[src/rtl/core/table_interpolation_and_inverse_defines.svh]
// assertion macros for the table interpolation block
// used by the top level only
`ifndef TABLE_INTERPOLATION_AND_INVERSE_DEFINES_SVH
`define TABLE_INTERPOLATION_AND_INVERSE_DEFINES_SVH

// property that must hold at every clock edge outside reset
`define TIA_ASSERT(label, prop, msg) \
    label: assert property (@(posedge clk) disable iff (!rst_n) (prop)) else $error(msg);

// implication whose consequent must hold in the cycle after the antecedent
`define TIA_ASSERT_NEXT(label, ante, cons, msg) \
    label: assert property (@(posedge clk) disable iff (!rst_n) (ante) |=> (cons)) \
        else $error(msg);

`endif

[src/rtl/core/tia_pkg.sv]
// shared types and constants for the table interpolation block
// no dependencies
`timescale 1ns / 1ps

package tia_pkg;

    localparam int FRAC_BITS_DEF     = 8;
    localparam int TABLE_ENTRIES_DEF = 129;
    localparam logic signed [23:0] CODE_MAX = 24'sd32767;

    typedef enum logic [1:0] {
        OP_LOAD = 2'd0,
        OP_FWD  = 2'd1,
        OP_INV  = 2'd2,
        OP_NONE = 2'd3
    } op_t;

    typedef enum logic [3:0] {
        ST_IDLE,
        ST_FRD0,
        ST_FRD1,
        ST_FMUL,
        ST_SRD,
        ST_SCMP,
        ST_IRD,
        ST_IMUL,
        ST_IDIV,
        ST_DONE
    } state_t;

    // controller commands to datapath
    typedef struct packed {
        logic capture;
        logic load_wr;
        logic fwd_rd0;
        logic fwd_rd1;
        logic fwd_calc;
        logic srch_rd;
        logic srch_cmp;
        logic inv_rd;
        logic inv_calc;
        logic div_start;
        logic div_step;
        logic finish;
    } cmd_t;

    // datapath status to controller
    typedef struct packed {
        logic [1:0] opcode;
        logic       srch_done;
        logic       div_done;
    } stat_t;

endpackage

[src/rtl/core/tia_ram.sv]
// generic single-port ram with registered read
// no dependencies
`timescale 1ns / 1ps

module tia_ram #(
    parameter int WIDTH = 16,
    parameter int DEPTH = 129
) (
    input  logic                     clk,
    input  logic                     we,
    input  logic [$clog2(DEPTH)-1:0] addr,
    input  logic [WIDTH-1:0]         wdata,
    output logic [WIDTH-1:0]         rdata
);

    logic [WIDTH-1:0] mem [DEPTH];

    // write or read one entry per cycle
    always_ff @(posedge clk)
    begin
        if (we)
        begin
            mem[addr] <= wdata;
        end
        rdata <= mem[addr];
    end

endmodule

[src/rtl/core/tia_ctrl.sv]
// controller state machine for the table interpolation block
// depends on tia_pkg
`timescale 1ns / 1ps

module tia_ctrl (
    input  logic           clk,
    input  logic           rst_n,
    input  logic           start,
    input  tia_pkg::stat_t stat,
    output tia_pkg::cmd_t  cmd,
    output logic           busy
);

    tia_pkg::state_t state_reg, state_next;

    // state register
    always_ff @(posedge clk or negedge rst_n)
    begin
        if (!rst_n)
        begin
            state_reg <= tia_pkg::ST_IDLE;
        end
        else
        begin
            state_reg <= state_next;
        end
    end

    // next state
    always_comb
    begin
        state_next = state_reg;
        case (state_reg)
            tia_pkg::ST_IDLE:
            begin
                if (start)
                begin
                    state_next = tia_pkg::ST_FRD0;
                end
            end
            tia_pkg::ST_FRD0:
            begin
                case (stat.opcode)
                    tia_pkg::OP_FWD: state_next = tia_pkg::ST_FRD1;
                    tia_pkg::OP_INV: state_next = tia_pkg::ST_SRD;
                    default:         state_next = tia_pkg::ST_DONE;
                endcase
            end
            tia_pkg::ST_FRD1: state_next = tia_pkg::ST_FMUL;
            tia_pkg::ST_FMUL: state_next = tia_pkg::ST_DONE;
            tia_pkg::ST_SRD:
            begin
                state_next = stat.srch_done ? tia_pkg::ST_IRD : tia_pkg::ST_SCMP;
            end
            tia_pkg::ST_SCMP: state_next = tia_pkg::ST_SRD;
            tia_pkg::ST_IRD:  state_next = tia_pkg::ST_IMUL;
            tia_pkg::ST_IMUL: state_next = tia_pkg::ST_IDIV;
            tia_pkg::ST_IDIV:
            begin
                if (stat.div_done)
                begin
                    state_next = tia_pkg::ST_DONE;
                end
            end
            tia_pkg::ST_DONE: state_next = tia_pkg::ST_IDLE;
            default:          state_next = tia_pkg::ST_IDLE;
        endcase
    end

    // outputs
    always_comb
    begin
        cmd = '0;
        busy = (state_reg != tia_pkg::ST_IDLE);
        case (state_reg)
            tia_pkg::ST_IDLE: cmd.capture = start;
            tia_pkg::ST_FRD0:
            begin
                cmd.load_wr = (stat.opcode == tia_pkg::OP_LOAD);
                cmd.fwd_rd0 = (stat.opcode == tia_pkg::OP_FWD);
            end
            tia_pkg::ST_FRD1: cmd.fwd_rd1 = 1'b1;
            tia_pkg::ST_FMUL: cmd.fwd_calc = 1'b1;
            tia_pkg::ST_SRD:  cmd.srch_rd = 1'b1;
            tia_pkg::ST_SCMP: cmd.srch_cmp = 1'b1;
            tia_pkg::ST_IRD:  cmd.inv_rd = 1'b1;
            tia_pkg::ST_IMUL:
            begin
                cmd.inv_calc = 1'b1;
                cmd.div_start = 1'b1;
            end
            tia_pkg::ST_IDIV: cmd.div_step = 1'b1;
            tia_pkg::ST_DONE: cmd.finish = 1'b1;
            default:          cmd = '0;
        endcase
    end

endmodule

[src/rtl/core/tia_dp.sv]
// datapath: table ram, forward interpolation, search and serial divider
// depends on tia_pkg and tia_ram
`timescale 1ns / 1ps

module tia_dp #(
    parameter int FRAC_BITS     = tia_pkg::FRAC_BITS_DEF,
    parameter int TABLE_ENTRIES = tia_pkg::TABLE_ENTRIES_DEF
) (
    input  logic                clk,
    input  logic                rst_n,
    input  tia_pkg::cmd_t       cmd,
    input  logic [1:0]          opcode,
    input  logic [7:0]          entry_index,
    input  logic signed [15:0]  value,
    output tia_pkg::stat_t      stat,
    output logic signed [15:0]  result,
    output logic                done
);

    localparam int AW  = $clog2(TABLE_ENTRIES);
    localparam int IW  = AW + 1;
    localparam int LAST = TABLE_ENTRIES - 1;
    // numerator magnitude bits: index * 17-bit span, shifted, plus half
    localparam int NW  = IW + 18 + FRAC_BITS + 1;
    localparam int DW  = 18;
    localparam int CW  = $clog2(NW + 1);
    localparam logic [FRAC_BITS:0] SCALE = (FRAC_BITS+1)'(1) << FRAC_BITS;

    logic [1:0]         op_reg;
    logic [7:0]         idx_reg;
    logic signed [15:0] val_reg;

    // item capture
    always_ff @(posedge clk)
    begin
        if (cmd.capture)
        begin
            op_reg  <= opcode;
            idx_reg <= entry_index;
            val_reg <= value;
        end
    end

    // forward operands
    logic [14:0] pcode;
    logic [14-FRAC_BITS:0] o_full;
    logic [FRAC_BITS-1:0] frac;
    assign pcode  = val_reg[15] ? 15'd0 : val_reg[14:0];
    assign o_full = pcode[14:FRAC_BITS];
    assign frac   = pcode[FRAC_BITS-1:0];

    function automatic logic [AW-1:0] sat_idx(input logic [15:0] i);
        if (i >= 16'(LAST))
        begin
            sat_idx = AW'(LAST);
        end
        else
        begin
            sat_idx = i[AW-1:0];
        end
    endfunction

    // search registers
    logic [IW-1:0] lo_reg, hi_reg;
    logic [IW:0]   mid_sum;
    logic [IW-1:0] mid;
    logic          span_one;
    assign mid_sum  = {1'b0, lo_reg} + {1'b0, hi_reg};
    assign mid      = mid_sum[IW:1];
    assign span_one = (hi_reg - lo_reg) == IW'(1);

    // ram port
    logic          ram_we;
    logic [AW-1:0] ram_addr;
    logic [15:0]   ram_rdata;
    assign ram_we = cmd.load_wr && ({8'd0, idx_reg} < 16'(TABLE_ENTRIES));

    always_comb
    begin
        ram_addr = idx_reg[AW-1:0];
        if (cmd.fwd_rd0)
        begin
            ram_addr = sat_idx(16'(o_full));
        end
        else if (cmd.fwd_rd1)
        begin
            ram_addr = sat_idx(16'(o_full) + 16'd1);
        end
        else if (cmd.srch_rd)
        begin
            ram_addr = mid[AW-1:0];
        end
        else if (cmd.inv_rd)
        begin
            ram_addr = hi_reg[AW-1:0];
        end
        else if (cmd.load_wr)
        begin
            ram_addr = idx_reg[AW-1:0];
        end
    end

    tia_ram #(.WIDTH(16), .DEPTH(TABLE_ENTRIES)) u_ram (
        .clk   (clk),
        .we    (ram_we),
        .addr  (ram_addr),
        .wdata (val_reg),
        .rdata (ram_rdata)
    );

    // t0 holds the forward lower entry, tl the low entry of the bracket
    logic signed [15:0] t0_reg, tl_reg;
    logic               below;
    assign below = $signed(ram_rdata) < val_reg;

    // search state: a halving compare moves lo or hi; once the bracket is
    // one step wide, mid equals lo and the compare only latches the low entry
    always_ff @(posedge clk)
    begin
        if (cmd.capture)
        begin
            lo_reg <= '0;
            hi_reg <= IW'(LAST);
        end
        else if (cmd.srch_cmp)
        begin
            if (span_one)
            begin
                tl_reg <= $signed(ram_rdata);
            end
            else if (below)
            begin
                hi_reg <= mid;
            end
            else
            begin
                lo_reg <= mid;
                tl_reg <= $signed(ram_rdata);
            end
        end
        if (cmd.fwd_rd1)
        begin
            t0_reg <= $signed(ram_rdata);
        end
    end

    // track whether tl holds the entry at lo
    logic tl_ok_reg;
    always_ff @(posedge clk or negedge rst_n)
    begin
        if (!rst_n)
        begin
            tl_ok_reg <= 1'b0;
        end
        else
        begin
            if (cmd.capture)
            begin
                tl_ok_reg <= 1'b0;
            end
            else if (cmd.srch_cmp && (span_one || !below))
            begin
                tl_ok_reg <= 1'b1;
            end
        end
    end

    // search ends when hi-lo is one and the low entry is known
    assign stat.srch_done = span_one && tl_ok_reg;
    assign stat.opcode = op_reg;

    // forward product: lower * (scale-f) + upper * f
    logic signed [FRAC_BITS+1:0] wlo, whi;
    logic signed [FRAC_BITS+18:0] fprod0, fprod1, fwd_acc;
    assign wlo = $signed({1'b0, SCALE - {1'b0, frac}});
    assign whi = $signed({2'b0, frac});
    assign fprod0  = t0_reg * wlo;
    assign fprod1  = $signed(ram_rdata) * whi;
    assign fwd_acc = fprod0 + fprod1 + $signed((FRAC_BITS+19)'(SCALE >> 1));

    // inverse: numerator and divider
    logic signed [17:0] span, sub;
    assign span = 18'(tl_reg) - 18'($signed(ram_rdata));
    assign sub  = 18'(tl_reg) - 18'(val_reg);

    logic signed [NW:0]    num_w;
    logic signed [IW+1:0]  lo_s;
    logic signed [IW+19:0] lprod;
    assign lo_s  = $signed({2'b0, lo_reg});
    assign lprod = lo_s * span;
    // l*(span-sub) + h*sub = l*span + sub  since h = l+1
    assign num_w = ((NW+1)'(lprod) + (NW+1)'(sub)) <<< FRAC_BITS;

    logic [NW-1:0]  dq_reg;
    logic [NW:0]    rem_reg;
    logic [DW-1:0]  dv_reg;
    logic           neg_reg, zspan_reg;
    logic [CW-1:0]  cnt_reg;
    logic [IW-1:0]  zl_reg;
    logic           div_end;

    logic [NW:0] rem_sh, rem_sub;
    assign rem_sh  = {rem_reg[NW-1:0], dq_reg[NW-1]};
    assign rem_sub = rem_sh - (NW+1)'(dv_reg);
    assign div_end = (cnt_reg == CW'(NW));

    always_ff @(posedge clk)
    begin
        if (cmd.inv_calc)
        begin
            logic signed [NW:0] half, n;
            logic [DW-1:0] aspan;
            half = (span >= 0) ? (NW+1)'(span >>> 1) : -(NW+1)'((-span + 18'sd1) >>> 1);
            n = num_w + half;
            aspan = (span < 0) ? DW'(-span) : DW'(span);
            neg_reg <= n[NW] ^ span[17];
            dq_reg <= n[NW] ? NW'(-n) : NW'(n);
            dv_reg <= aspan;
            rem_reg <= '0;
            zspan_reg <= (span == 18'sd0);
            zl_reg <= lo_reg;
            cnt_reg <= '0;
        end
        else if (cmd.div_step && !div_end)
        begin
            if (!rem_sub[NW])
            begin
                rem_reg <= rem_sub;
                dq_reg <= {dq_reg[NW-2:0], 1'b1};
            end
            else
            begin
                rem_reg <= rem_sh;
                dq_reg <= {dq_reg[NW-2:0], 1'b0};
            end
            cnt_reg <= cnt_reg + CW'(1);
        end
    end
    // quotient is final once all NW steps have registered
    assign stat.div_done = div_end;

    // result formation
    logic signed [15:0] res_reg;
    logic signed [NW:0] q_s, zq;
    assign q_s = neg_reg ? -$signed({1'b0, dq_reg}) : $signed({1'b0, dq_reg});
    assign zq  = (NW+1)'(zl_reg) <<< FRAC_BITS;

    function automatic logic signed [15:0] clampc(input logic signed [NW:0] q);
        if (q > (NW+1)'(tia_pkg::CODE_MAX))
        begin
            clampc = 16'sd32767;
        end
        else if (q < 0)
        begin
            clampc = 16'sd0;
        end
        else
        begin
            clampc = q[15:0];
        end
    endfunction

    always_ff @(posedge clk)
    begin
        if (cmd.capture)
        begin
            res_reg <= '0;
        end
        else if (cmd.fwd_calc)
        begin
            res_reg <= fwd_acc[FRAC_BITS+15:FRAC_BITS];
        end
        else if (cmd.div_step && div_end)
        begin
            res_reg <= zspan_reg ? clampc(zq) : clampc(q_s);
        end
    end

    assign result = res_reg;
    assign done = cmd.finish;

endmodule

[src/rtl/core/table_interpolation_and_inverse.sv]
// top level of the table interpolation block
// depends on tia_pkg, tia_ctrl, tia_dp and the defines header
`timescale 1ns / 1ps
`include "table_interpolation_and_inverse_defines.svh"

// Loadable falling altitude table with forward (pressure code to altitude)
// and inverse (altitude to pressure code) linear interpolation. Issue a beat
// with start while busy is low; done is high for exactly one cycle with the
// result on result and cannot be stalled. A load writes the entry, and a
// forward conversion reads the lower and upper entries and then multiplies.
// An inverse runs a search (with one more read of the first entry when the
// search never moves its low bound), each halving a read and then a compare
// over the single table ram port, then a restoring divider with one step per
// numerator bit (36 at the default size) plus a final step forming the result.
module table_interpolation_and_inverse #(
    parameter int FRAC_BITS     = tia_pkg::FRAC_BITS_DEF,
    parameter int TABLE_ENTRIES = tia_pkg::TABLE_ENTRIES_DEF
) (
    input  logic               clk,
    input  logic               rst_n,
    input  logic               start,
    output logic               busy,
    input  logic [1:0]         opcode,
    input  logic [7:0]         entry_index,
    input  logic signed [15:0] value,
    output logic signed [15:0] result,
    output logic               done
);

    tia_pkg::cmd_t  cmd;
    tia_pkg::stat_t stat;

    tia_ctrl u_ctrl (
        .clk   (clk),
        .rst_n (rst_n),
        .start (start),
        .stat  (stat),
        .cmd   (cmd),
        .busy  (busy)
    );

    tia_dp #(.FRAC_BITS(FRAC_BITS), .TABLE_ENTRIES(TABLE_ENTRIES)) u_dp (
        .clk         (clk),
        .rst_n       (rst_n),
        .cmd         (cmd),
        .opcode      (opcode),
        .entry_index (entry_index),
        .value       (value),
        .stat        (stat),
        .result      (result),
        .done        (done)
    );

    // commands that belong to distinct states
    logic [3:0] excl_cmd;
    assign excl_cmd = {cmd.fwd_calc, cmd.srch_cmp, cmd.div_step, cmd.finish};

    // checks
    `TIA_ASSERT(a_done_busy, !done || busy, "done outside busy")
    `TIA_ASSERT_NEXT(a_done_idle, done, !busy, "not idle after done")
    `TIA_ASSERT(a_cmd_onehot, $onehot0(excl_cmd), "cmd clash")

endmodule

[config.mk]
export PLATFORM = sky130hd
export DESIGN_NAME = table_interpolation_and_inverse
export DESIGN_NICKNAME = d
export VERILOG_FILES = /design/src/rtl/core/tia_pkg.sv /design/src/rtl/core/tia_ram.sv /design/src/rtl/core/tia_ctrl.sv /design/src/rtl/core/tia_dp.sv /design/src/rtl/core/table_interpolation_and_inverse.sv
export VERILOG_INCLUDE_DIRS = /design/src /design/src/rtl/core
export SDC_FILE = /design/constraint.sdc
export NUM_CORES = 2
export LEC_CHECK = 0
export BUFFER_PORTS_ARGS = -buffer_cell sky130_fd_sc_hd__clkbuf_2
export CORE_MARGIN = 3
export CORE_UTILIZATION = 35
export DETAILED_ROUTE_END_ITERATION = 7
export PLACE_DENSITY = 0.47
export SETUP_SLACK_MARGIN = 0.2
export SYNTH_ARGS = -nofsm -noshare
export SYNTH_HDL_FRONTEND = slang
export SYNTH_SLANG_ARGS = --single-unit
export TNS_END_PERCENT = 30
[constraint.sdc]
create_clock -name clk -period 12.9 [get_ports clk]
set_input_delay 2.58 -clock clk [delete_from_list [all_inputs] [get_ports clk]]
set_output_delay 2.58 -clock clk [all_outputs]
set_load 0.01 [all_outputs]
==> impl_metrics.env <==
export IMPL_largest_stage_delay_on_the_critical_path_ns=0.83
export IMPL_post_synth_cell_area_avg_um2=14.1
export IMPL_ios=47
export IMPL_startpoint_type="register"
export IMPL_cts_reportedPaths_clkPinSlew_ns=0.05
export IMPL_end_kind="register"
export IMPL_synth_top_area_share=0.569
export IMPL_grt_usage=0.212
export IMPL_setup_repair_after_global_routing_missed_its_margin="no"
export IMPL_residual_drc_count=0
export IMPL_post_cts_setup_buffer_count=0
export IMPL_worst_path_max_delay_cell="sky130_fd_sc_hd__xnor2_1"
export IMPL_dpl_hpwl_um=235000
export IMPL_synth_ff_type="sky130_fd_sc_hd__edfxtp_1"
export IMPL_cts_num_sinks=2284
export IMPL_outcome="finished, final reports clean"
export IMPL_routed_via_count=72400
export IMPL_critical_path_n_buffers_inverters=6
export IMPL_postSynthCellCount=8185
export IMPL_top_library_cells_by_usage_in_the_layout_fill_and_taps_aside="sky130_fd_sc_hd__edfxtp_1 (2187), sky130_fd_sc_hd__nand2_1 (880), sky130_fd_sc_hd__inv_1 (601)"
export IMPL_met2_wirelength_from_detailed_routing_um=166000
export IMPL_setup_total_negative_slack_ns=0
export IMPL_worstPathMaxFanout=20
export IMPL_design_final_nets=9048
export IMPL_holdCritPathClass="reg2reg"
export IMPL_start_util=0.352
export IMPL_tritoncts_clock_tree="yes"
export IMPL_gpl_final_weighted_congestion=0.877
export IMPL_detail_route_wl_per_cell_um=28.2
export IMPL_post_synth_top_area_cell="sky130_fd_sc_hd__edfxtp_1"
export IMPL_postRouteAntennaNets=0
export IMPL_top_signal_layer_used="met5"
export IMPL_multiInputGateArea_mm2=0.0440
export IMPL_floorplan_die_width_um=580
export IMPL_max_slew_margin_rel=0.107
export IMPL_mappedNetlistArea_mm2=0.115
export IMPL_mappedNetlistNets=8925
export IMPL_worst_slew_pin_slew_ns=1.34
export IMPL_wirelength_um=363000
export IMPL_crit_arrival_ns=12.53
export IMPL_fin_hold_viols=0
export IMPL_synth_sequential_area_ratio=0.586
export IMPL_setup_viol=0
export IMPL_grt_first_pass_wirelength_um=528000
export IMPL_numPortBuffers=46
export IMPL_nFillCells=30400
export IMPL_first_iter_violations=7379
export IMPL_clkLatencyLatePin_ns=0.88
export IMPL_finalMaxSlewViolations=0
export IMPL_clock_tree_root_cell="sky130_fd_sc_hd__clkbuf_16"
export IMPL_crit_path_frequent_cell="sky130_fd_sc_hd__fa_1"
export IMPL_cts_made_buffers=267
export IMPL_area_enclosed_by_the_die_boundary_mm2=0.337
export IMPL_synth_enable_flop_cells=2187
export IMPL_final_layout_size_suffix_gt1_frac=0.155
export IMPL_ff_latch_area_mm2=0.0676
export IMPL_critPathKind="reg2reg"
export IMPL_syn_to_final_growth_pct=12.9
export IMPL_first_pass_iters=6
export IMPL_fmax_mhz=84.6
export IMPL_finalWorstSetupSlack_ns=1.07
export IMPL_grt_pass1_vias=73000
export IMPL_yosys_cell_types_count=98
export IMPL_post_drt_via_cell_ratio=5.63
export IMPL_die_height_um=580
export IMPL_netlist_top_cells_area="sky130_fd_sc_hd__edfxtp_1 (57%), sky130_fd_sc_hd__mux4_2 (9.1%), sky130_fd_sc_hd__fa_1 (7.6%)"
export IMPL_ys_seq_elements=2284
export IMPL_cts_htree_levels=5
export IMPL_design_core_area_mm2=0.328
export IMPL_placement_rows=210
export IMPL_drv_max_cap_violation_count=0
export IMPL_cpLargestDelayFamily="compound AO/OA/AOI/OAI gates"
export IMPL_period_minus_slack_ns=11.83
export IMPL_post_route_clock_period_utilization=0.917
export IMPL_wirelength_met1_um=162000
export IMPL_largest_reg_flops=2064
export IMPL_max_clock_path_buffers=4
export IMPL_ys_warnings_count=0
export IMPL_routed_wire_length_on_met3_um=24300
export IMPL_fin_skew_ns=0.0746
export IMPL_place_ws_ns=1.14
export IMPL_critical_path_required_ns=13.60
export IMPL_layout_cells_most_common="sky130_fd_sc_hd__edfxtp_1"
export IMPL_grt_overflow_total=0
export IMPL_asyncSetResetFlopFracSynth=0.00219
export IMPL_grt_antenna_before_repair=28
export IMPL_pin_count_of_the_biggest_net_entering_global_routing=156
[synthesized netlist by cell type, types with 43 or more instances]
| cell type | instances |
|---|---|
| sky130_fd_sc_hd__fa_1 | 437 |
| sky130_fd_sc_hd__xor2_1 | 69 |
| sky130_fd_sc_hd__a21oi_1 | 197 |
| sky130_fd_sc_hd__a31oi_1 | 81 |
| sky130_fd_sc_hd__and2_1 | 111 |
| sky130_fd_sc_hd__mux4_2 | 468 |
| sky130_fd_sc_hd__buf_2 | 55 |
| sky130_fd_sc_hd__and3_1 | 84 |
| sky130_fd_sc_hd__nand2_1 | 881 |
| sky130_fd_sc_hd__nand4_1 | 43 |
| sky130_fd_sc_hd__nor2_1 | 341 |
| sky130_fd_sc_hd__dfxtp_1 | 92 |
| sky130_fd_sc_hd__nor3_1 | 200 |
| sky130_fd_sc_hd__clkbuf_1 | 325 |
| sky130_fd_sc_hd__o21ai_0 | 199 |
| sky130_fd_sc_hd__a211oi_1 | 157 |
| sky130_fd_sc_hd__buf_1 | 93 |
| sky130_fd_sc_hd__o22a_1 | 95 |
| sky130_fd_sc_hd__xnor2_1 | 112 |
| sky130_fd_sc_hd__edfxtp_1 | 2187 |
| sky130_fd_sc_hd__o22ai_1 | 201 |
| sky130_fd_sc_hd__inv_1 | 602 |
| sky130_fd_sc_hd__a21o_1 | 51 |
| sky130_fd_sc_hd__ha_1 | 274 |
| sky130_fd_sc_hd__mux2i_1 | 45 |
| sky130_fd_sc_hd__nand3_1 | 189 |
[worst min-delay path, cell delays in order (launching register included)]
cell	delay, ns
sky130_fd_sc_hd__dfxtp_1	0.32
sky130_fd_sc_hd__nand2_1	0.05
sky130_fd_sc_hd__o21ai_0	0.06
[per-stage QoR]
stage | hold WS, ns | std cells | util | cell area, µm²
2_1_floorplan | 0.432 | 8185 | - | 115000
3_3_place_gp | 0.466 | 12400 | 0.372 | 122000
3_5_place_dp | 0.472 | 12400 | 0.372 | 122000
4_1_cts | 0.486 | 12900 | 0.397 | 130000
5_1_grt | 0.510 | 12900 | 0.397 | 130000
6_report | 0.482 | 12900 | 0.397 | 130000
[worst paths after layout]
check,depth (start not counted),to,slack [ns],from
setup reg to reg,41,u_dp.dq_reg[29],1.07,u_dp.u_ram.rdata[3]
hold / removal,2,u_dp.rem_reg[5],0.48,u_dp.rem_reg[5]
min in group asynchronous,1,u_ctrl.state_reg[2],1.56,rst_n
hold reg to reg,2,u_dp.rem_reg[5],0.48,u_dp.rem_reg[5]
max in group asynchronous,1,u_ctrl.state_reg[0],11.20,rst_n
setup / recovery,41,u_dp.dq_reg[29],1.07,u_dp.u_ram.rdata[3]
[layout make-up]
cell class / count / area share
flip-flops and latches: 2284 / 0.519
multi-input cells: 4820 / 0.338
clock buffers: 328 / 0.0550
well taps: 4346 / 0.0418
repair buffers: 329 / 0.0190
inverters: 606 / 0.0175
clock inverters: 139 / 0.00943
diodes: 11 / 0.000211
[kinds of logic after synthesis]
kind of cell	count (synthesis)	share of synthesized area
muxes	523	0.0962
xor gates and xnor gates	182	0.0139
other	1	0.0000325
DFF	2284	0.586
buffers and inverters	1081	0.0358
AOI/OAI and AO/OA	1316	0.0780
and+or+nand+nor	2087	0.0841
adders and majority gates	711	0.106
[per-layer routing]
layer,vias to the layer above,track usage
met5,-,0
met1,38200,0.307
li1,31200,-
met2,2574,0.331
met4,12,0.0564
met3,479,0.0335
[what timing repair did]
item / in CTS / in global routing
hold buffers: 0 / 0
resized for setup: 0 / 1
hold endpoints to repair: 0 / 0
endpoints found under the setup margin: 0 / 2
Power is left out: the tool's default activity adds up to more than one toggle a clock period on the data nets, which glitch-free logic cannot reach.
